==> src/sv/iipv_pkg.sv <==
// Package with the shared types, keyword tables and helpers of the image parameter validator.
package iipv_pkg;

  // Kind of path component under check.
  typedef enum logic [1:0] {
    KIND_REGION  = 2'd0,
    KIND_SIZE    = 2'd1,
    KIND_ROT     = 2'd2,
    KIND_QUALFMT = 2'd3
  } kind_t;

  // Keyword identifiers.
  typedef enum logic [3:0] {
    W_COLOR   = 4'd0,
    W_GRAY    = 4'd1,
    W_BITONAL = 4'd2,
    W_DEFAULT = 4'd3,
    W_JPG     = 4'd4,
    W_TIF     = 4'd5,
    W_PNG     = 4'd6,
    W_JP2     = 4'd7,
    W_MAX     = 4'd8,
    W_PCT     = 4'd9,
    W_FULL    = 4'd10,
    W_SQUARE  = 4'd11
  } word_t;

  localparam int WORD_COUNT = 12;

  // Recognizer states. Keyword states sit at 32 plus the keyword id.
  typedef enum logic [5:0] {
    GS_START     = 6'd0,
    GS_DEAD      = 6'd1,
    GS_DONE      = 6'd2,
    GS_DOT       = 6'd3,
    GS_FMT       = 6'd4,
    GS_FSTART    = 6'd5,
    GS_FINT      = 6'd6,
    GS_FDOT      = 6'd7,
    GS_FFRAC     = 6'd8,
    GS_ISTART    = 6'd9,
    GS_IINT      = 6'd10,
    GS_SZBODY    = 6'd11,
    GS_SZW0      = 6'd12,
    GS_SZW       = 6'd13,
    GS_SZCOMMA   = 6'd14,
    GS_SZH0      = 6'd15,
    GS_SZH       = 6'd16,
    GS_KW_COLOR  = 6'd32,
    GS_KW_GRAY   = 6'd33,
    GS_KW_BITON  = 6'd34,
    GS_KW_DEFLT  = 6'd35,
    GS_KW_JPG    = 6'd36,
    GS_KW_TIF    = 6'd37,
    GS_KW_PNG    = 6'd38,
    GS_KW_JP2    = 6'd39,
    GS_KW_MAX    = 6'd40,
    GS_KW_PCT    = 6'd41,
    GS_KW_FULL   = 6'd42,
    GS_KW_SQUARE = 6'd43
  } gstate_t;

  // Keyword text, first character in the top byte, zero padded to seven bytes.
  localparam logic [55:0] WORD_TEXT [WORD_COUNT] = '{
    {"color", 16'h0}, {"gray", 24'h0}, "bitonal", "default",
    {"jpg", 32'h0}, {"tif", 32'h0}, {"png", 32'h0}, {"jp2", 32'h0},
    {"max", 32'h0}, {"pct:", 24'h0}, {"full", 24'h0}, {"square", 8'h0}
  };

  // Character at a position of a keyword.
  function automatic logic [7:0] word_char(logic [3:0] w, logic [2:0] p);
    logic [55:0] s;
    s = '0;
    if (w < 4'(WORD_COUNT)) begin
      s = WORD_TEXT[w] << {p, 3'b000};
    end
    return s[55:48];
  endfunction

  // Length of a keyword.
  function automatic logic [3:0] word_len(logic [3:0] w);
    logic [3:0] n;
    case (w)
      W_COLOR:   n = 4'd5;
      W_GRAY:    n = 4'd4;
      W_BITONAL: n = 4'd7;
      W_DEFAULT: n = 4'd7;
      W_JPG:     n = 4'd3;
      W_TIF:     n = 4'd3;
      W_PNG:     n = 4'd3;
      W_JP2:     n = 4'd3;
      W_MAX:     n = 4'd3;
      W_PCT:     n = 4'd4;
      W_FULL:    n = 4'd4;
      W_SQUARE:  n = 4'd6;
      default:   n = 4'd0;
    endcase
    return n;
  endfunction

  // State entered once a keyword is complete.
  function automatic gstate_t word_next(logic [3:0] w);
    gstate_t g;
    case (w)
      W_COLOR, W_GRAY, W_BITONAL, W_DEFAULT: g = GS_DOT;
      W_PCT:                                 g = GS_FSTART;
      default:                               g = GS_DONE;
    endcase
    return g;
  endfunction

  // Start state of a keyword.
  function automatic gstate_t word_state(word_t w);
    return gstate_t'({2'b10, w});
  endfunction

endpackage

==> src/sv/iipv_req_if.sv <==
// Request channel: one character of a component per request.
interface iipv_req_if;
  logic       valid;
  logic       ready;
  logic [7:0] char_code;
  logic [1:0] component_kind;
  logic       last_char;
  logic       empty_component;

  modport source (output valid, char_code, component_kind, last_char, empty_component,
                  input ready);
  modport sink   (input valid, char_code, component_kind, last_char, empty_component,
                  output ready);
endinterface

==> src/sv/iipv_res_if.sv <==
// Result channel: one verdict per finished component.
interface iipv_res_if;
  logic       valid;
  logic       ready;
  logic       is_valid;
  logic [1:0] checked_kind;

  modport source (output valid, is_valid, checked_kind, input ready);
  modport sink   (input valid, is_valid, checked_kind, output ready);
endinterface

==> src/sv/iiif_image_parameter_validator.sv <==
// Top level of the image parameter validator: streaming grammar check of one path component.
//
// Usage: the req channel carries one character of a component per request together
// with the component kind (region, size, rotation, quality.format), a last-character
// mark and an empty-component mark. The kind is taken from the request that opens a
// component. On the request marked last, the res channel delivers one result:
// is_valid tells whether the whole component matched the grammar of its kind, and
// checked_kind gives the kind that was checked. Requests not marked last give no result.
// Throughput: one request per cycle, sustained, as long as results are taken.
// A request is held in an input register, from which the recognizer steps on it, and
// the result of a component is written to the result register when the request marked
// last advances from the input register. The recognizer step is a single state
// transition, which sets that rate.
// Reset (rst, synchronous) empties both registers and returns the recognizer to the
// start of a component with kind region latched.
// Stall: while a result waits, requests that give no result still flow through; a
// request that ends a component waits in the input register, and req.ready drops
// only once that register is full and cannot advance.
module iiif_image_parameter_validator (
  input logic clk,
  input logic rst,
  iipv_req_if.sink   req,
  iipv_res_if.source res
);
  import iipv_pkg::*;

  // Input register.
  logic       s1_valid;
  logic [7:0] s1_char;
  logic [1:0] s1_kind;
  logic       s1_last;
  logic       s1_empty;

  // Recognizer state.
  gstate_t    grammar_state, grammar_state_next;
  logic [2:0] keyword_position, keyword_position_next;
  logic [1:0] number_count, number_count_next;
  logic       confined_flag, confined_flag_next;
  kind_t      kind_latch, kind_latch_next;
  logic       failed_flag, failed_flag_next;

  // Result register.
  logic       out_valid;
  logic       out_is_valid;
  logic [1:0] out_kind;

  logic       out_free;
  logic       proc;
  logic       step_en;
  logic       in_fire;
  logic       verdict;

  // Handshake and advance control.
  assign out_free  = !out_valid || res.ready;
  assign proc      = s1_valid && (!s1_last || out_free);
  assign step_en   = proc && (!s1_empty || s1_last);
  assign req.ready = !s1_valid || proc;
  assign in_fire   = req.valid && req.ready;

  assign res.valid        = out_valid;
  assign res.is_valid     = out_is_valid;
  assign res.checked_kind = out_kind;

  // One recognizer step on the held character.
  always_comb begin
    logic       bad;
    logic       dig;
    logic [3:0] w;
    logic [3:0] pn;
    logic [3:0] len;
    kind_t      kind_eff;

    grammar_state_next    = grammar_state;
    keyword_position_next = keyword_position;
    number_count_next     = number_count;
    confined_flag_next    = confined_flag;
    failed_flag_next      = failed_flag;
    bad                   = 1'b0;
    dig                   = (s1_char >= "0") && (s1_char <= "9");
    w                     = grammar_state[3:0];
    pn                    = {1'b0, keyword_position} + 4'd1;
    len                   = word_len(w);
    kind_eff              = (grammar_state == GS_START) ? kind_t'(s1_kind) : kind_latch;
    kind_latch_next       = kind_eff;

    if (!s1_empty && !failed_flag) begin
      if (grammar_state[5]) begin
        // Keyword matching, one character per step.
        if (w >= 4'(WORD_COUNT) || {1'b0, keyword_position} >= len) begin
          bad = 1'b1;
        end else if (s1_char == word_char(w, keyword_position) ||
                     (w == W_JPG && keyword_position == 3'd2 && s1_char == "2")) begin
          if (pn >= len) begin
            grammar_state_next    = word_next(w);
            keyword_position_next = 3'd0;
          end else begin
            keyword_position_next = pn[2:0];
          end
        end else begin
          bad = 1'b1;
        end
      end else begin
        case (grammar_state)
          GS_START: begin
            keyword_position_next = 3'd1;
            case (kind_eff)
              KIND_REGION: begin
                if (s1_char == "f") grammar_state_next = word_state(W_FULL);
                else if (s1_char == "s") grammar_state_next = word_state(W_SQUARE);
                else if (s1_char == "p") grammar_state_next = word_state(W_PCT);
                else if (dig) begin
                  grammar_state_next    = GS_IINT;
                  keyword_position_next = keyword_position;
                end else bad = 1'b1;
              end
              KIND_SIZE: begin
                keyword_position_next = keyword_position;
                if (s1_char == "^") grammar_state_next = GS_SZBODY;
                else if (s1_char == "m") begin
                  grammar_state_next    = word_state(W_MAX);
                  keyword_position_next = 3'd1;
                end else if (s1_char == "p") begin
                  grammar_state_next    = word_state(W_PCT);
                  keyword_position_next = 3'd1;
                end else if (s1_char == "!") begin
                  confined_flag_next = 1'b1;
                  grammar_state_next = GS_SZW0;
                end else if (s1_char == ",") grammar_state_next = GS_SZH0;
                else if (dig) grammar_state_next = GS_SZW;
                else bad = 1'b1;
              end
              KIND_ROT: begin
                keyword_position_next = keyword_position;
                if (s1_char == "!") grammar_state_next = GS_FSTART;
                else if (dig) grammar_state_next = GS_FINT;
                else bad = 1'b1;
              end
              default: begin
                if (s1_char == "c") grammar_state_next = word_state(W_COLOR);
                else if (s1_char == "g") grammar_state_next = word_state(W_GRAY);
                else if (s1_char == "b") grammar_state_next = word_state(W_BITONAL);
                else if (s1_char == "d") grammar_state_next = word_state(W_DEFAULT);
                else bad = 1'b1;
              end
            endcase
          end
          GS_SZBODY: begin
            if (s1_char == "m") begin
              grammar_state_next    = word_state(W_MAX);
              keyword_position_next = 3'd1;
            end else if (s1_char == "p") begin
              grammar_state_next    = word_state(W_PCT);
              keyword_position_next = 3'd1;
            end else if (s1_char == "!") begin
              confined_flag_next = 1'b1;
              grammar_state_next = GS_SZW0;
            end else if (s1_char == ",") grammar_state_next = GS_SZH0;
            else if (dig) grammar_state_next = GS_SZW;
            else bad = 1'b1;
          end
          GS_DOT: begin
            if (s1_char == ".") grammar_state_next = GS_FMT;
            else bad = 1'b1;
          end
          GS_FMT: begin
            keyword_position_next = 3'd1;
            if (s1_char == "j") grammar_state_next = word_state(W_JPG);
            else if (s1_char == "t") grammar_state_next = word_state(W_TIF);
            else if (s1_char == "p") grammar_state_next = word_state(W_PNG);
            else bad = 1'b1;
          end
          GS_FSTART: begin
            if (dig) grammar_state_next = GS_FINT;
            else bad = 1'b1;
          end
          GS_FINT, GS_FFRAC: begin
            // A comma is only legal between the four numbers of a region.
            if (dig) begin
              grammar_state_next = grammar_state;
            end else if (s1_char == "." && grammar_state == GS_FINT) begin
              grammar_state_next = GS_FDOT;
            end else if (s1_char == "," && kind_eff == KIND_REGION &&
                         number_count != 2'd3) begin
              number_count_next  = number_count + 2'd1;
              grammar_state_next = GS_FSTART;
            end else bad = 1'b1;
          end
          GS_FDOT: begin
            if (dig) grammar_state_next = GS_FFRAC;
            else bad = 1'b1;
          end
          GS_ISTART: begin
            if (dig) grammar_state_next = GS_IINT;
            else bad = 1'b1;
          end
          GS_IINT: begin
            if (dig) begin
              grammar_state_next = GS_IINT;
            end else if (s1_char == "," && kind_eff == KIND_REGION &&
                         number_count != 2'd3) begin
              number_count_next  = number_count + 2'd1;
              grammar_state_next = GS_ISTART;
            end else bad = 1'b1;
          end
          GS_SZW0: begin
            if (dig) grammar_state_next = GS_SZW;
            else bad = 1'b1;
          end
          GS_SZH0: begin
            if (dig) grammar_state_next = GS_SZH;
            else bad = 1'b1;
          end
          GS_SZW: begin
            if (dig) grammar_state_next = GS_SZW;
            else if (s1_char == ",") grammar_state_next = GS_SZCOMMA;
            else bad = 1'b1;
          end
          GS_SZCOMMA, GS_SZH: begin
            if (dig) grammar_state_next = GS_SZH;
            else bad = 1'b1;
          end
          default: bad = 1'b1;
        endcase
      end
    end

    if (bad) begin
      grammar_state_next = GS_DEAD;
      failed_flag_next   = 1'b1;
    end

    // Verdict on the state reached so far.
    case (grammar_state_next)
      GS_DONE:            verdict = 1'b1;
      GS_FINT, GS_FFRAC:  verdict = (kind_eff != KIND_REGION) || (number_count_next == 2'd3);
      GS_IINT:            verdict = (number_count_next == 2'd3);
      GS_SZCOMMA:         verdict = !confined_flag_next;
      GS_SZH:             verdict = 1'b1;
      default:            verdict = 1'b0;
    endcase
    verdict = verdict && !failed_flag_next;

    // The last character closes the component.
    if (s1_last) begin
      grammar_state_next    = GS_START;
      keyword_position_next = 3'd0;
      number_count_next     = 2'd0;
      confined_flag_next    = 1'b0;
      failed_flag_next      = 1'b0;
    end
  end

  // Input register.
  always_ff @(posedge clk) begin
    if (rst) begin
      s1_valid <= 1'b0;
    end else if (in_fire) begin
      s1_valid <= 1'b1;
    end else if (proc) begin
      s1_valid <= 1'b0;
    end
    if (in_fire) begin
      s1_char  <= req.char_code;
      s1_kind  <= req.component_kind;
      s1_last  <= req.last_char;
      s1_empty <= req.empty_component;
    end
  end

  // Recognizer state registers.
  always_ff @(posedge clk) begin
    if (rst) begin
      grammar_state    <= GS_START;
      keyword_position <= 3'd0;
      number_count     <= 2'd0;
      confined_flag    <= 1'b0;
      kind_latch       <= KIND_REGION;
      failed_flag      <= 1'b0;
    end else if (step_en) begin
      grammar_state    <= grammar_state_next;
      keyword_position <= keyword_position_next;
      number_count     <= number_count_next;
      confined_flag    <= confined_flag_next;
      kind_latch       <= kind_latch_next;
      failed_flag      <= failed_flag_next;
    end
  end

  // Result register.
  always_ff @(posedge clk) begin
    if (rst) begin
      out_valid <= 1'b0;
    end else if (proc && s1_last) begin
      out_valid <= 1'b1;
    end else if (res.ready) begin
      out_valid <= 1'b0;
    end
    if (proc && s1_last) begin
      out_is_valid <= verdict;
      out_kind     <= kind_latch_next;
    end
  end

  // A mismatch always parks the recognizer in the dead state.
  a_fail_dead: assert property (@(posedge clk) disable iff (rst)
    failed_flag |-> grammar_state == GS_DEAD)
    else $error("failed flag set outside the dead state");

  // Outside a mismatch, the keyword position is only set while a keyword is matched.
  a_kw_pos: assert property (@(posedge clk) disable iff (rst)
    keyword_position != 3'd0 |-> grammar_state[5] || failed_flag)
    else $error("keyword position set outside a keyword state");

  // Commas are only counted for a region.
  a_count_region: assert property (@(posedge clk) disable iff (rst)
    number_count != 2'd0 |-> kind_latch == KIND_REGION)
    else $error("number count set for a non-region component");

  // The confined mark only arises in a size component.
  a_confined_size: assert property (@(posedge clk) disable iff (rst)
    confined_flag |-> kind_latch == KIND_SIZE)
    else $error("confined flag set for a non-size component");

  // A closing character advanced into a full result register never happens.
  a_no_overrun: assert property (@(posedge clk) disable iff (rst)
    (out_valid && !res.ready) |-> !(proc && s1_last))
    else $error("result overwritten while waiting");

endmodule

==> src/flat_wrapper.sv <==
// flat-port wrapper written by rule: the top's interface ports become plain ports
module iiif_image_parameter_validator_flat import iipv_pkg::*;
  (clk, rst, req_valid, req_char_code, req_component_kind, req_last_char, req_empty_component, req_ready, res_valid, res_is_valid, res_checked_kind, res_ready);
  iipv_req_if req_i ();
  iipv_res_if res_i ();
  input logic clk;
  input logic rst;
  input wire logic [$bits(req_i.valid)-1:0] req_valid;
  input wire logic [$bits(req_i.char_code)-1:0] req_char_code;
  input wire logic [$bits(req_i.component_kind)-1:0] req_component_kind;
  input wire logic [$bits(req_i.last_char)-1:0] req_last_char;
  input wire logic [$bits(req_i.empty_component)-1:0] req_empty_component;
  output wire logic [$bits(req_i.ready)-1:0] req_ready;
  output wire logic [$bits(res_i.valid)-1:0] res_valid;
  output wire logic [$bits(res_i.is_valid)-1:0] res_is_valid;
  output wire logic [$bits(res_i.checked_kind)-1:0] res_checked_kind;
  input wire logic [$bits(res_i.ready)-1:0] res_ready;
  assign req_i.valid = req_valid;
  assign req_i.char_code = req_char_code;
  assign req_i.component_kind = req_component_kind;
  assign req_i.last_char = req_last_char;
  assign req_i.empty_component = req_empty_component;
  assign req_ready = req_i.ready;
  assign res_valid = res_i.valid;
  assign res_is_valid = res_i.is_valid;
  assign res_checked_kind = res_i.checked_kind;
  assign res_i.ready = res_ready;
  iiif_image_parameter_validator u_core (.clk(clk), .rst(rst), .req(req_i), .res(res_i));
endmodule
==> config.mk <==
export PLATFORM = sky130hd
export DESIGN_NAME = iiif_image_parameter_validator_flat
export DESIGN_NICKNAME = d
export VERILOG_FILES = /design/src/sv/iipv_pkg.sv /design/src/sv/iipv_req_if.sv /design/src/sv/iipv_res_if.sv /design/src/sv/iiif_image_parameter_validator.sv /design/src/flat_wrapper.sv
export SDC_FILE = /design/constraint.sdc
export NUM_CORES = 1
export LEC_CHECK = 0
export CORE_MARGIN = 4
export CORE_UTILIZATION = 25
export CTS_CLUSTER_SIZE = 12
export DETAILED_ROUTE_END_ITERATION = 12
export DONT_BUFFER_PORTS = 1
export PLACE_DENSITY = 0.43
export SLEW_MARGIN = 20
export SYNTH_ARGS = -nofsm -noshare
export SYNTH_HDL_FRONTEND = slang
export SYNTH_SLANG_ARGS = --single-unit
==> constraint.sdc <==
create_clock -name clk -period 4.95 [get_ports clk]
set_clock_uncertainty 0.15 [all_clocks]
set_input_delay 0.495 -clock clk [delete_from_list [all_inputs] [get_ports clk]]
set_output_delay 0.495 -clock clk [all_outputs]
set_load 0.05 [all_outputs]
* After elaboration in Yosys (flattened, before gate mapping)
Memories as Yosys holds them, arrays and structs flattened. A register that Yosys moved wholly into a read port is not among the register bits.
Index checks and enable logic that the tools add are counted.
** Storage, ports and cells
- Flip-flop bits (word level) :: 32
- Latch bits :: 0
- Memory bits (writable) :: 0
- Memory bits (read-only) :: 944
- Memories kept :: 2
** Memories
- (name not given) :: depth 16, width 56, read ports 1, clocked after memory_dff 0, write ports 0, RTL line iipv_pkg.sv:75 : s = WORD_TEXT[w] << {p, 3'b000};
- (name not given) :: depth 16, width 3, read ports 1, clocked after memory_dff 1, write ports 0, RTL line iipv_pkg.sv:83 : case (w)
** Cells by class
- $add $sub $neg :: 2
- Multipliers :: 0
- Div/mod/pow operators :: 0
- Magnitude comparators :: 7
- Equality and inequality tests :: 51
- Shifts and indexed selects :: 1
- Muxes and demuxes :: 117
- Bitwise gates (word level) :: 1
- Reductions and logical operators :: 41
** Operator list (count)
- $mux W56 :: 6
- $mux W6 :: 27
- $eq A8 B7 Y1 const B :: 11
- $pmux W6 S12 :: 1
- $eq A6 B4 Y1 const B :: 11
- $shl A56 B6 Y56 :: 1
- $mux W5 :: 9
- $mux W1 :: 42
- $mux W3 :: 13
- $eq A8 B6 Y1 const B :: 4
- $eq A6 B3 Y1 const B :: 5
- $pmux W3 S3 :: 2
- $pmux W6 S3 :: 1
- $mux W2 :: 8
- $eq A6 B2 Y1 const B :: 2
- $eq A6 B5 Y1 const B :: 2
- $logic_and A1 B1 Y1 :: 12
- $eq A4 B2 Y1 const B :: 2
- $eq A8 B8 Y1 :: 1
- $ge A8 B6 Y1 const B :: 1
- $le A8 B6 Y1 const B :: 1
- $mux W4 :: 2
- $ne A8 B6 Y1 const B :: 1
- $pmux W1 S8 :: 1
- 35 further kinds :: 54

* Depth between registers and ports, before layout
Gate-level depths: netlist of the first run.
- Word-level depth :: 20
- Mapped depth :: 19
- Mapped depth without buffers :: 18

* Worst setup path before layout of the first run
No wires, ideal clock.
- Path kind :: register to register
- From :: register u_core.grammar_state[0]
- To :: register with a tool-made name
- Library setup time :: 0.120 ns
- Arrival :: 4.067 ns
- Data required time :: 4.680 ns
- Path slack :: 0.614 ns
- Stages on the path, launching flop included :: 19
- Buffers on the path :: 2
- Cells stage by stage :: dfxtp_1 -> clkbuf_1 -> inv_1 -> ha_1 -> clkbuf_1 -> or2_2 -> a22oi_1 -> nand2_1 -> nor4_1 -> nor4_1 -> a31oi_1 -> o21ai_2 -> and3_1 -> a31oi_1 -> a22oi_2 -> or2_1 -> ha_1 -> and3b_1 -> a211o_1
** RTL lines
- from (decl) :: RTL line iiif_image_parameter_validator.sv:35 : gstate_t grammar_state, grammar_state_next;
- from (signal assigned) :: RTL line iiif_image_parameter_validator.sv:280 : grammar_state <= grammar_state_next;

==> summary by stage, run 1 <==
Outcome
The flow ran to the end, and the final reports show no timing, DRC or antenna violations.

Timing
The clock period could shrink to 4.65 ns. In this run the tightest slew margin relative to its limit is 0.448. The number of pins with negative max-slew slack in the final report was 0. Setup repair after global routing left no endpoint under its margin. The minimum setup slack in the final design is 0.298 ns. Derived from the worst setup path, the maximum achievable clock frequency is 215 MHz.

The total count of hold-check failures in the final report is 0. After routing, the total negative slack on setup checks comes to 0 ns. The final worst-path cycle share is 0.940. The transition time at the pin with the least slew margin is 0.827 ns. The final-report setup violation count is 0.

Clocking
The number of hold buffers added after CTS is 0. The later pin in the worst-skew pair is clocked with a latency of 0.29 ns. The number of buffers on the longest clock path is 2. Buffers inserted during clock tree synthesis total 5. CTS placed an instance of clkbuf_16 at the clock tree root. CTS built an H-tree with a depth of 2. TritonCTS built the clock tree. The number of sinks driven by the clock tree is 35. After clock tree synthesis, the clock-pin slew on the worst setup and hold paths is 0.06 ns.

Critical path
Data on the critical path is required at its endpoint by 4.98 ns. Of all nets on the critical path, the largest fanout is 8. The setup check on the worst reg-to-reg path leaves a slack of 0.30 ns. The path depth of the worst reg2reg path is 14. The critical path arrival is 4.68 ns. The type of element launching the critical path is a register.

The startpoint of the worst-slack reg-to-reg timing path is u_core.s1_char[6]. The worst setup path is captured at a register. The critical path is of the register to register type.

Synthesis
Of all cell types, the one taking the most synthesized area is edfxtp_1. The portion of the post-synthesis area used by sequential elements is 0.201. The post-synthesis cell area is 4230 um2. The synthesized-area fraction occupied by ao, oa, aoi and oai cells is 0.334. The share of synthesized area in the top cell type comes to 0.106. The area share of fa/ha/maj cells after synthesis is 0.0526. Counting flops with an async set or reset pin after synthesis yields a share of 0. In this run, synthesis inferred 15 flip-flops with an integrated enable. In the synthesized netlist the dominant register cell turns out to be dfxtp_1. The dominant combinational cell family by area after synthesis is compound AO/OA/AOI/OAI gates. The mean post-synth cell area is 7.35 um2. During synthesis, Yosys emitted a total of 0 warnings. In the post-synthesis netlist, the biggest area contributors are edfxtp_1 (11%), dfxtp_1 (9.5%), nor2_1 (5.1%). The post-synthesis simple-gate area fraction is 0.324.

Counting distinct cell types in the post-synthesis netlist gives 88. Of the post-synthesis cell area, the part taken by muxes is 0.0168. Of the total synthesized cell area, the portion taken by XOR and XNOR cells is 0.00827. Counting flops and latches in the post-synthesis netlist gives 35. The net count after synthesis is 609. The number of instances in the synthesized netlist is 576.

Place
The weighted congestion reported at the end of routability-driven placement is 0.926. The post-DP HPWL is 12000 um. The placed instances occupy a cell area of 4610 um2.

OpenSTA, run right after detailed placement, puts the worst setup slack at 0.105 ns. The number of port buffers is 0.

Die
The number of placement rows is 47. The placeable core region is 16600 um2. Measured along the y axis, the die boundary spans 138 um. During I/O placement, the number of pins put on the boundary was 21. The initial utilization of the core area, before any placement, comes to 0.255. The overall die width is 138 um.

The die outline area is 19100 um2.

Drt
Before antenna repair, the detailed router went through 5 iterations. In this run, the number of DRC markers left after iteration 0 of detailed routing was 579. The wire length reported by the detailed router is 15800 um.

Dividing the detail-routed via count by the number of cells gives 5.95. The count of nets left with antenna violations once routing finished came out at 0. The mean routed wirelength per cell is 19.8 um.

The routed layout has 4751 vias. After detailed routing, the number of remaining DRC violations is 0.

Cells and area
The area growth from synthesis to layout is 13.2%. The number of antenna diodes is 0. With fillers left out, the area of the finished cells amounts to 4790 um2. Of the cells placed in the final design, the portion with a size suffix greater than 1 is 0.131. For this run, the post-layout net count is 610.

Power and ir drop
The switching share of power is 0.321. Dividing total power by cell area gives a power density of 173 nW/um2. The largest voltage drop on the vdd net is 0.118 mV.

The analysis attributes to net switching a power of 267 uW. In this run the static leakage power is 0.00170 uW. The proportion of power drawn by the clock network is 0.401. The fraction of power consumed by sequential logic is 0.403. The share of total power dissipated in combinational logic is 0.196. The internal portion of the total power is 564 uW.

GRT
The number of global-route vias before repair is 4550. The first global-routing pass estimated 25500 um of wire. Entering global routing, the biggest net connects 28 pins. The number of antenna violations at the first check in global routing was 0. In the global route stage, overall resource usage came out at 0.162. The total grt overflow is 0.

Worst hold path
The launch instance of the worst min-delay path is rst. The path class of the tightest hold or removal check is primary input to register. The path with the worst hold slack has its endpoint at u_core.grammar_state[4]. The hold path depth is 1.

Flow run
The tool flagged a number of max-cap violations equal to 0.
## cells by family (layout without fill, tap and decap cells)
group,after synthesis,after routing
AND/OR/NAND/NOR,255,255
AO/OA/AOI/OAI,191,191
buffers and inverters,66,68
flip-flops,35,35
adder cells (fa/ha/maj),18,18
multiplexers,7,7
XOR/XNOR,4,4
## cells in the final DEF (no fill, tap or decap), types with 4 or more instances in the layout
master / synthesis / final
nor2_1: 57 / 57
nand2_1: 45 / 45
buf_4: 1 / 41
a21oi_1: 31 / 31
o21ai_0: 27 / 27
nor3_1: 21 / 21
nand3_1: 20 / 20
inv_1: 18 / 18
dfxtp_1: 20 / 18
nor2b_1: 16 / 16
nand2b_1: 16 / 16
ha_1: 17 / 16
edfxtp_1: 15 / 15
a31oi_1: 13 / 13
and3_1: 10 / 10
and2_1: 10 / 10
a211oi_1: 9 / 9
o211ai_1: 8 / 8
nor4_1: 9 / 8
o2111ai_1: 7 / 7
nand3b_1: 6 / 6
mux2i_1: 6 / 6
nor3b_1: 7 / 6
a21boi_0: 5 / 5
and3b_1: 5 / 5
o22ai_1: 5 / 5
clkbuf_16: 0 / 5
or2_2: 4 / 4
a221oi_1: 4 / 4
o221ai_1: 4 / 4
o21bai_1: 4 / 4
a22oi_1: 5 / 4
## per-layer routing
metal	global-route usage	routed length (um)	part of all wire
met2	0.252	7190	0.46
met3	0.0287	1200	0.076
met5	0	0	0
met1	0.230	7070	0.45
met4	0.0489	329	0.021
## final cells by class
type                       instances  area [um2]
clock inverter                     3        18.8
timing repair buffer              41         308
clock buffer                       5         125
multi-input combinational        475        3140
fill                            1825       11800
tap                              220         275
sequential                        35         853
inverter                          19        71.3
## flip-flops by register name (all words and copies together) (netlist names), named ones only
name                     count
u_core.confined_flag         1
u_core.failed_flag           1
u_core.grammar_state         6
u_core.keyword_position      3
u_core.kind_latch            2
u_core.number_count          2
u_core.res.checked_kind      2
u_core.res.is_valid          1
u_core.res.valid             1
u_core.s1_char               8
u_core.s1_empty              1
u_core.s1_kind               2
u_core.s1_last               1
u_core.s1_valid              1
## power groups by stage
stage	sequential, uW	combinational (uW)	clock (uW)
6_report	335	163	333
5_1_grt	337	177	355
3_5_place_dp	341	158	0
2_1_floorplan	329	124	0
4_1_cts	335	159	345
3_3_place_gp	341	159	0
## worst max-delay path: stages, from the launching register on
cell and delay [ns]:
edfxtp_1 0.51, or3b_4 0.47, or4_1 0.69, a211oi_4 0.54
a21oi_2 0.06, o31ai_2 0.30, a31oi_1 0.17, o21ai_4 0.14
nand2_1 0.08, a211oi_1 0.39, a22o_1 0.24, nand2_1 0.11
ha_1 0.29, and3b_1 0.17, a211o_1 0.22
## timing repair
action,4_1_cts,5_1_grt
gates resized for setup,0,9
buffers inserted,0,1
setup endpoints to repair,0,2
hold endpoints to repair,0,0
## worst max path at each step
stage                          end  depth (start not counted)                     from
final                     register                         14        u_core.s1_char[6]
after floorplan           register                         18  u_core.grammar_state[0]
after detailed placement  register                         16  u_core.grammar_state[0]
after global placement    register                         16  u_core.grammar_state[0]
after CTS                 register                         16  u_core.grammar_state[0]
after global routing      register                         17  u_core.grammar_state[0]
## through the flow
stage	total power (uW)	std cells	utilization	hold WS [ns]
finish	831	798	0.289	0.117
global route	870	798	0.289	0.110
CTS	838	797	0.287	0.111
detailed placement	499	789	0.278	0.332
global placement	500	789	0.278	0.326
floorplan	452	576	-	0.305
## cell usage after synthesis, types with 4 or more instances
master and number:
nor2_1 57, nand2_1 45, clkbuf_1 36, a21oi_1 31, o21ai_0 27, nor3_1 21, dfxtp_1 20, nand3_1 20
inv_1 18, ha_1 17, nand2b_1 16, nor2b_1 16, edfxtp_1 15, a31oi_1 13, and2_1 10, and3_1 10
a211oi_1 9, buf_2 9, nor4_1 9, o211ai_1 8, nor3b_1 7, o2111ai_1 7, mux2i_1 6, nand3b_1 6
a21boi_0 5, a22oi_1 5, and3b_1 5, o22ai_1 5, a2111oi_0 4, a221oi_1 4, o21bai_1 4, o221ai_1 4
or2_2 4
Note: power is estimated with default switching activity, not from simulation.
==> inputs of run 2 (changes only) <==
Settings changed: HOLD_SLACK_MARGIN set to 0.12, SETUP_SLACK_MARGIN set to 0.5.
==> run 2 against run 1 <==
Final cell count grew 2.3%. Die area is the same. Clock power is essentially flat. Global-route usage grew 0.20 points. Core utilization grew 1.7 points. Wire length grew 3.9%. Sequential power is essentially flat. Fmax grew 9.5%. Highest routed layer unchanged.
==> summary by stage, run 2 (synthesis gave the netlist of run 1 again) <==
Cells and area
Registers with the highest flip-flop counts: u_core.s1_char (8), u_core.grammar_state (6), u_core.keyword_position (3) (unchanged). The top register by number of flip-flops was u_core.s1_char (unchanged). The flip-flop count of the largest register after layout is 8 (unchanged). The layout filler cell count is 1808 (was 1825).

The most common cell after layout, fill and taps aside is nor2_1 (unchanged). The footprint of the flip-flops and latches is 858 um2 (was 853 um2). The number of antenna diodes was 0 (unchanged). The area of the multi-input gates is 3260 um2 (was 3140 um2). The final core utilization is 0.306 (was 0.289). The proportion of layout cells with a drive suffix above 1 is 0.191 (was 0.131).

Commonest non-fill, non-tap cells in the layout: nor2_1 (57), buf_4 (56), nand2_1 (44), a21oi_1 (31), o21ai_0 (26) (was nor2_1 (57), nand2_1 (45), buf_4 (41), a21oi_1 (31), o21ai_0 (27)). The number of nets in the layout is 628 (was 610). The signed area change from the synthesized netlist to the final layout came to 19.8% (was 13.2%). The non-filler instance count after layout is 816 (was 798).

Drt
The total vias in the final route is 4801 (was 4751). The post-detailed-route DRC marker count is 0 (unchanged). The first-pass detailed-route iteration total is 5 (unchanged). The number of nets still failing antenna checks after routing came to 0 (unchanged). The wire length reported by the detailed router is 16400 um (was 15800 um). The mean routed wirelength per cell is 20.1 um (was 19.8 um). The detail-routed via count per cell is 5.88 (was 5.95). The initial DRC count came to 639 (was 579).

Critical path
The path depth of the worst reg2reg path is 13 (was 14). The worst path buffer plus inverter count came to 2 (was 0). The cell with the biggest individual delay on the critical path is a2111oi_0 (was or4_1).

The capturing point of the worst reg2reg path is u_core.res.is_valid. The endpoint type of the worst setup path is a register (unchanged). The required time of the critical path is 4.89 ns (was 4.98 ns). The type of element launching the critical path is a register (unchanged).

The largest stage delay on the critical path is 0.51 ns (was 0.69 ns). The register-to-register path setup slack came to 0.70 ns (was 0.30 ns). The path type of the worst setup path is register to register (unchanged). Crit-path cells: inv_2 -> ha_4 -> nor3b_2 -> nand3_1 -> a211oi_4 -> buf_4 -> o21ai_1 -> a2111oi_0 -> o21ai_0 -> o211a_2 -> and2_1 -> a211o_1 -> a2111oi_2 (was or3b_4 -> or4_1 -> a211oi_4 -> a21oi_2 -> o31ai_2 -> a31oi_1 -> o21ai_4 -> nand2_1 -> a211oi_1 -> a22o_1 -> nand2_1 -> ha_1 -> and3b_1 -> a211o_1).

The top cell family by delay on the critical path is compound AO/OA/AOI/OAI gates (unchanged). The maximum fanout count along the critical path is 15 (was 8). The critical path arrival is 4.18 ns (was 4.68 ns). The startpoint of the worst-slack reg-to-reg timing path was u_core.grammar_state[1] (was u_core.s1_char[6]).

Place
The minimum setup slack after placement is 0.105 ns (unchanged). The post-DP HPWL was 12000 um (unchanged). The number of port buffers came to 0 (unchanged). The count of placed standard cells including taps is 789 (unchanged). The weighted congestion reported at the end of routability-driven placement was 0.926 (unchanged).

Die
The die span in y came to 138 um (unchanged). The count of pins on the block boundary came to 21 (unchanged). The placeable core region is 16600 um2 (unchanged). The overall die width came to 138 um (unchanged). The number of placement rows is 47 (unchanged). The die outline area was 19100 um2 (unchanged). The starting density of the core came to 0.255 (unchanged).

Power and ir drop
The internal portion of total power is 573 uW (was 564 uW). The total chip power is 850 uW (was 831 uW). The static power due to leakage came to 0.00181 uW (was 0.00170 uW). The proportion of power drawn by the clock network is 0.395 (was 0.401). The share of total power in combinational logic is 0.214 (was 0.196). The fraction of power consumed by sequential logic was 0.391 (was 0.403). The power density normalized to cell area is 168 nW/um2 (was 173 nW/um2). The switching power is 278 uW (was 267 uW).

The switching share of power is 0.326 (was 0.321). The largest voltage drop on the vdd net is 0.118 mV (about the same).

Timing
The maximum frequency from static timing analysis is 235 MHz (was 215 MHz). Setup repair after global routing missed its margin: false (unchanged). The post-route minimum period is 4.25 ns (was 4.65 ns). The summed negative setup slack over all endpoints is 0 ns (unchanged).

The minimum setup slack in the final design is 0.702 ns (was 0.298 ns). The final worst-path cycle share is 0.858 (was 0.940). The normalized max-slew margin is 0.521 (was 0.448).

The number of pins with negative max-slew slack in the final report is 0 (unchanged). The final-report setup violation count is 0 (unchanged). The total count of hold-check failures in the final report is 0 (unchanged). The transition time at the pin with the least slew margin is 0.717 ns (was 0.827 ns).

Worst hold path
The hold path depth is 1 (unchanged). The worst-case hold path end point was u_core.failed_flag (was u_core.grammar_state[4]). The launch instance of the worst min-delay path is rst (unchanged).

The type of the most critical hold path is primary input to register (unchanged).

GRT
The number of global-route vias before repair is 4577 (was 4550). The total routing usage reported by global routing is 0.164 (was 0.162). The pin count of the biggest net entering global routing is 28 (unchanged). The first-pass GRT wire length was 25900 um (was 25500 um).

The total grt overflow is 0 (unchanged). The number of antenna violations at the first check in global routing is 0 (unchanged).

Outcome
Outcome: complete, no violations (unchanged).

Flow run
The number of maximum-capacitance violations was 0 (unchanged).

Clocking
The number of buffers on the longest clock path is 2 (unchanged). The clock latency on the worst-skew pair was 0.29 ns (about the same). The H-tree depth is 2 (unchanged). The library cell used as clock root buffer is clkbuf_16 (unchanged). The number of sinks driven by the clock tree is 35 (unchanged). The CTS tree is built (unchanged). The number of buffers created by CTS is 5 (unchanged).

The clock-pin slew on the worst setup and hold paths is 0.07 ns (was 0.06 ns).
==> run 2: how the worst max path moves through the flow <==
stage	start	to	slack [ns]	cells past startpoint
global placement	u_core.grammar_state[0]	register	0.13	16
floorplan	u_core.grammar_state[0]	register	0.61	18
finish	u_core.grammar_state[1]	u_core.res.is_valid	0.70	13
CTS	u_core.s1_char[6]	register	0.50	14
detailed placement	u_core.grammar_state[0]	register	0.11	16
global route	u_core.grammar_state[1]	register	0.49	17
==> run 2: through the flow <==
stage / instance area, um2 / hold WS [ns]
floorplan: 4230 / 0.305
global placement: 4610 / 0.326
detailed placement: 4610 / 0.332
CTS: 4850 / 0.123
global route: 5070 / 0.121
finish: 5070 / 0.129
==> run 2: per-layer routing <==
metal,global-route usage,wire length [um],up-vias
li1,-,-,2243
met1,0.230,7400,2332
met2,0.260,7590,199
met3,0.0328,1120,27
met4,0.0411,288,0
met5,0,0,-
==> run 2: final cells by class <==
cell class                      instances  share of cell area
Clock inverter                          3             0.00370
Timing Repair Buffer                   59              0.0898
Clock buffer                            5              0.0247
Inverter                               19              0.0148
Multi-Input combinational cell        475               0.644
Sequential cell                        35               0.169
Tap cell                              220              0.0543
==> run 2: power groups by stage <==
stage	Sequential [uW]	Combinational [uW]	Clock, uW
after floorplan	329	124	0
after global placement	341	159	0
after detailed placement	341	158	0
after CTS	335	164	345
after global routing	334	197	355
final	332	182	336
==> run 2: what timing repair did <==
action / CTS / global route
setup buffers: 4 / 13
gates resized for setup: 12 / 27
endpoints found under the setup margin: 4 / 4
hold buffers: 2 / 0
endpoints found under the hold margin: 11 / 0
pin swaps: 2 / 6
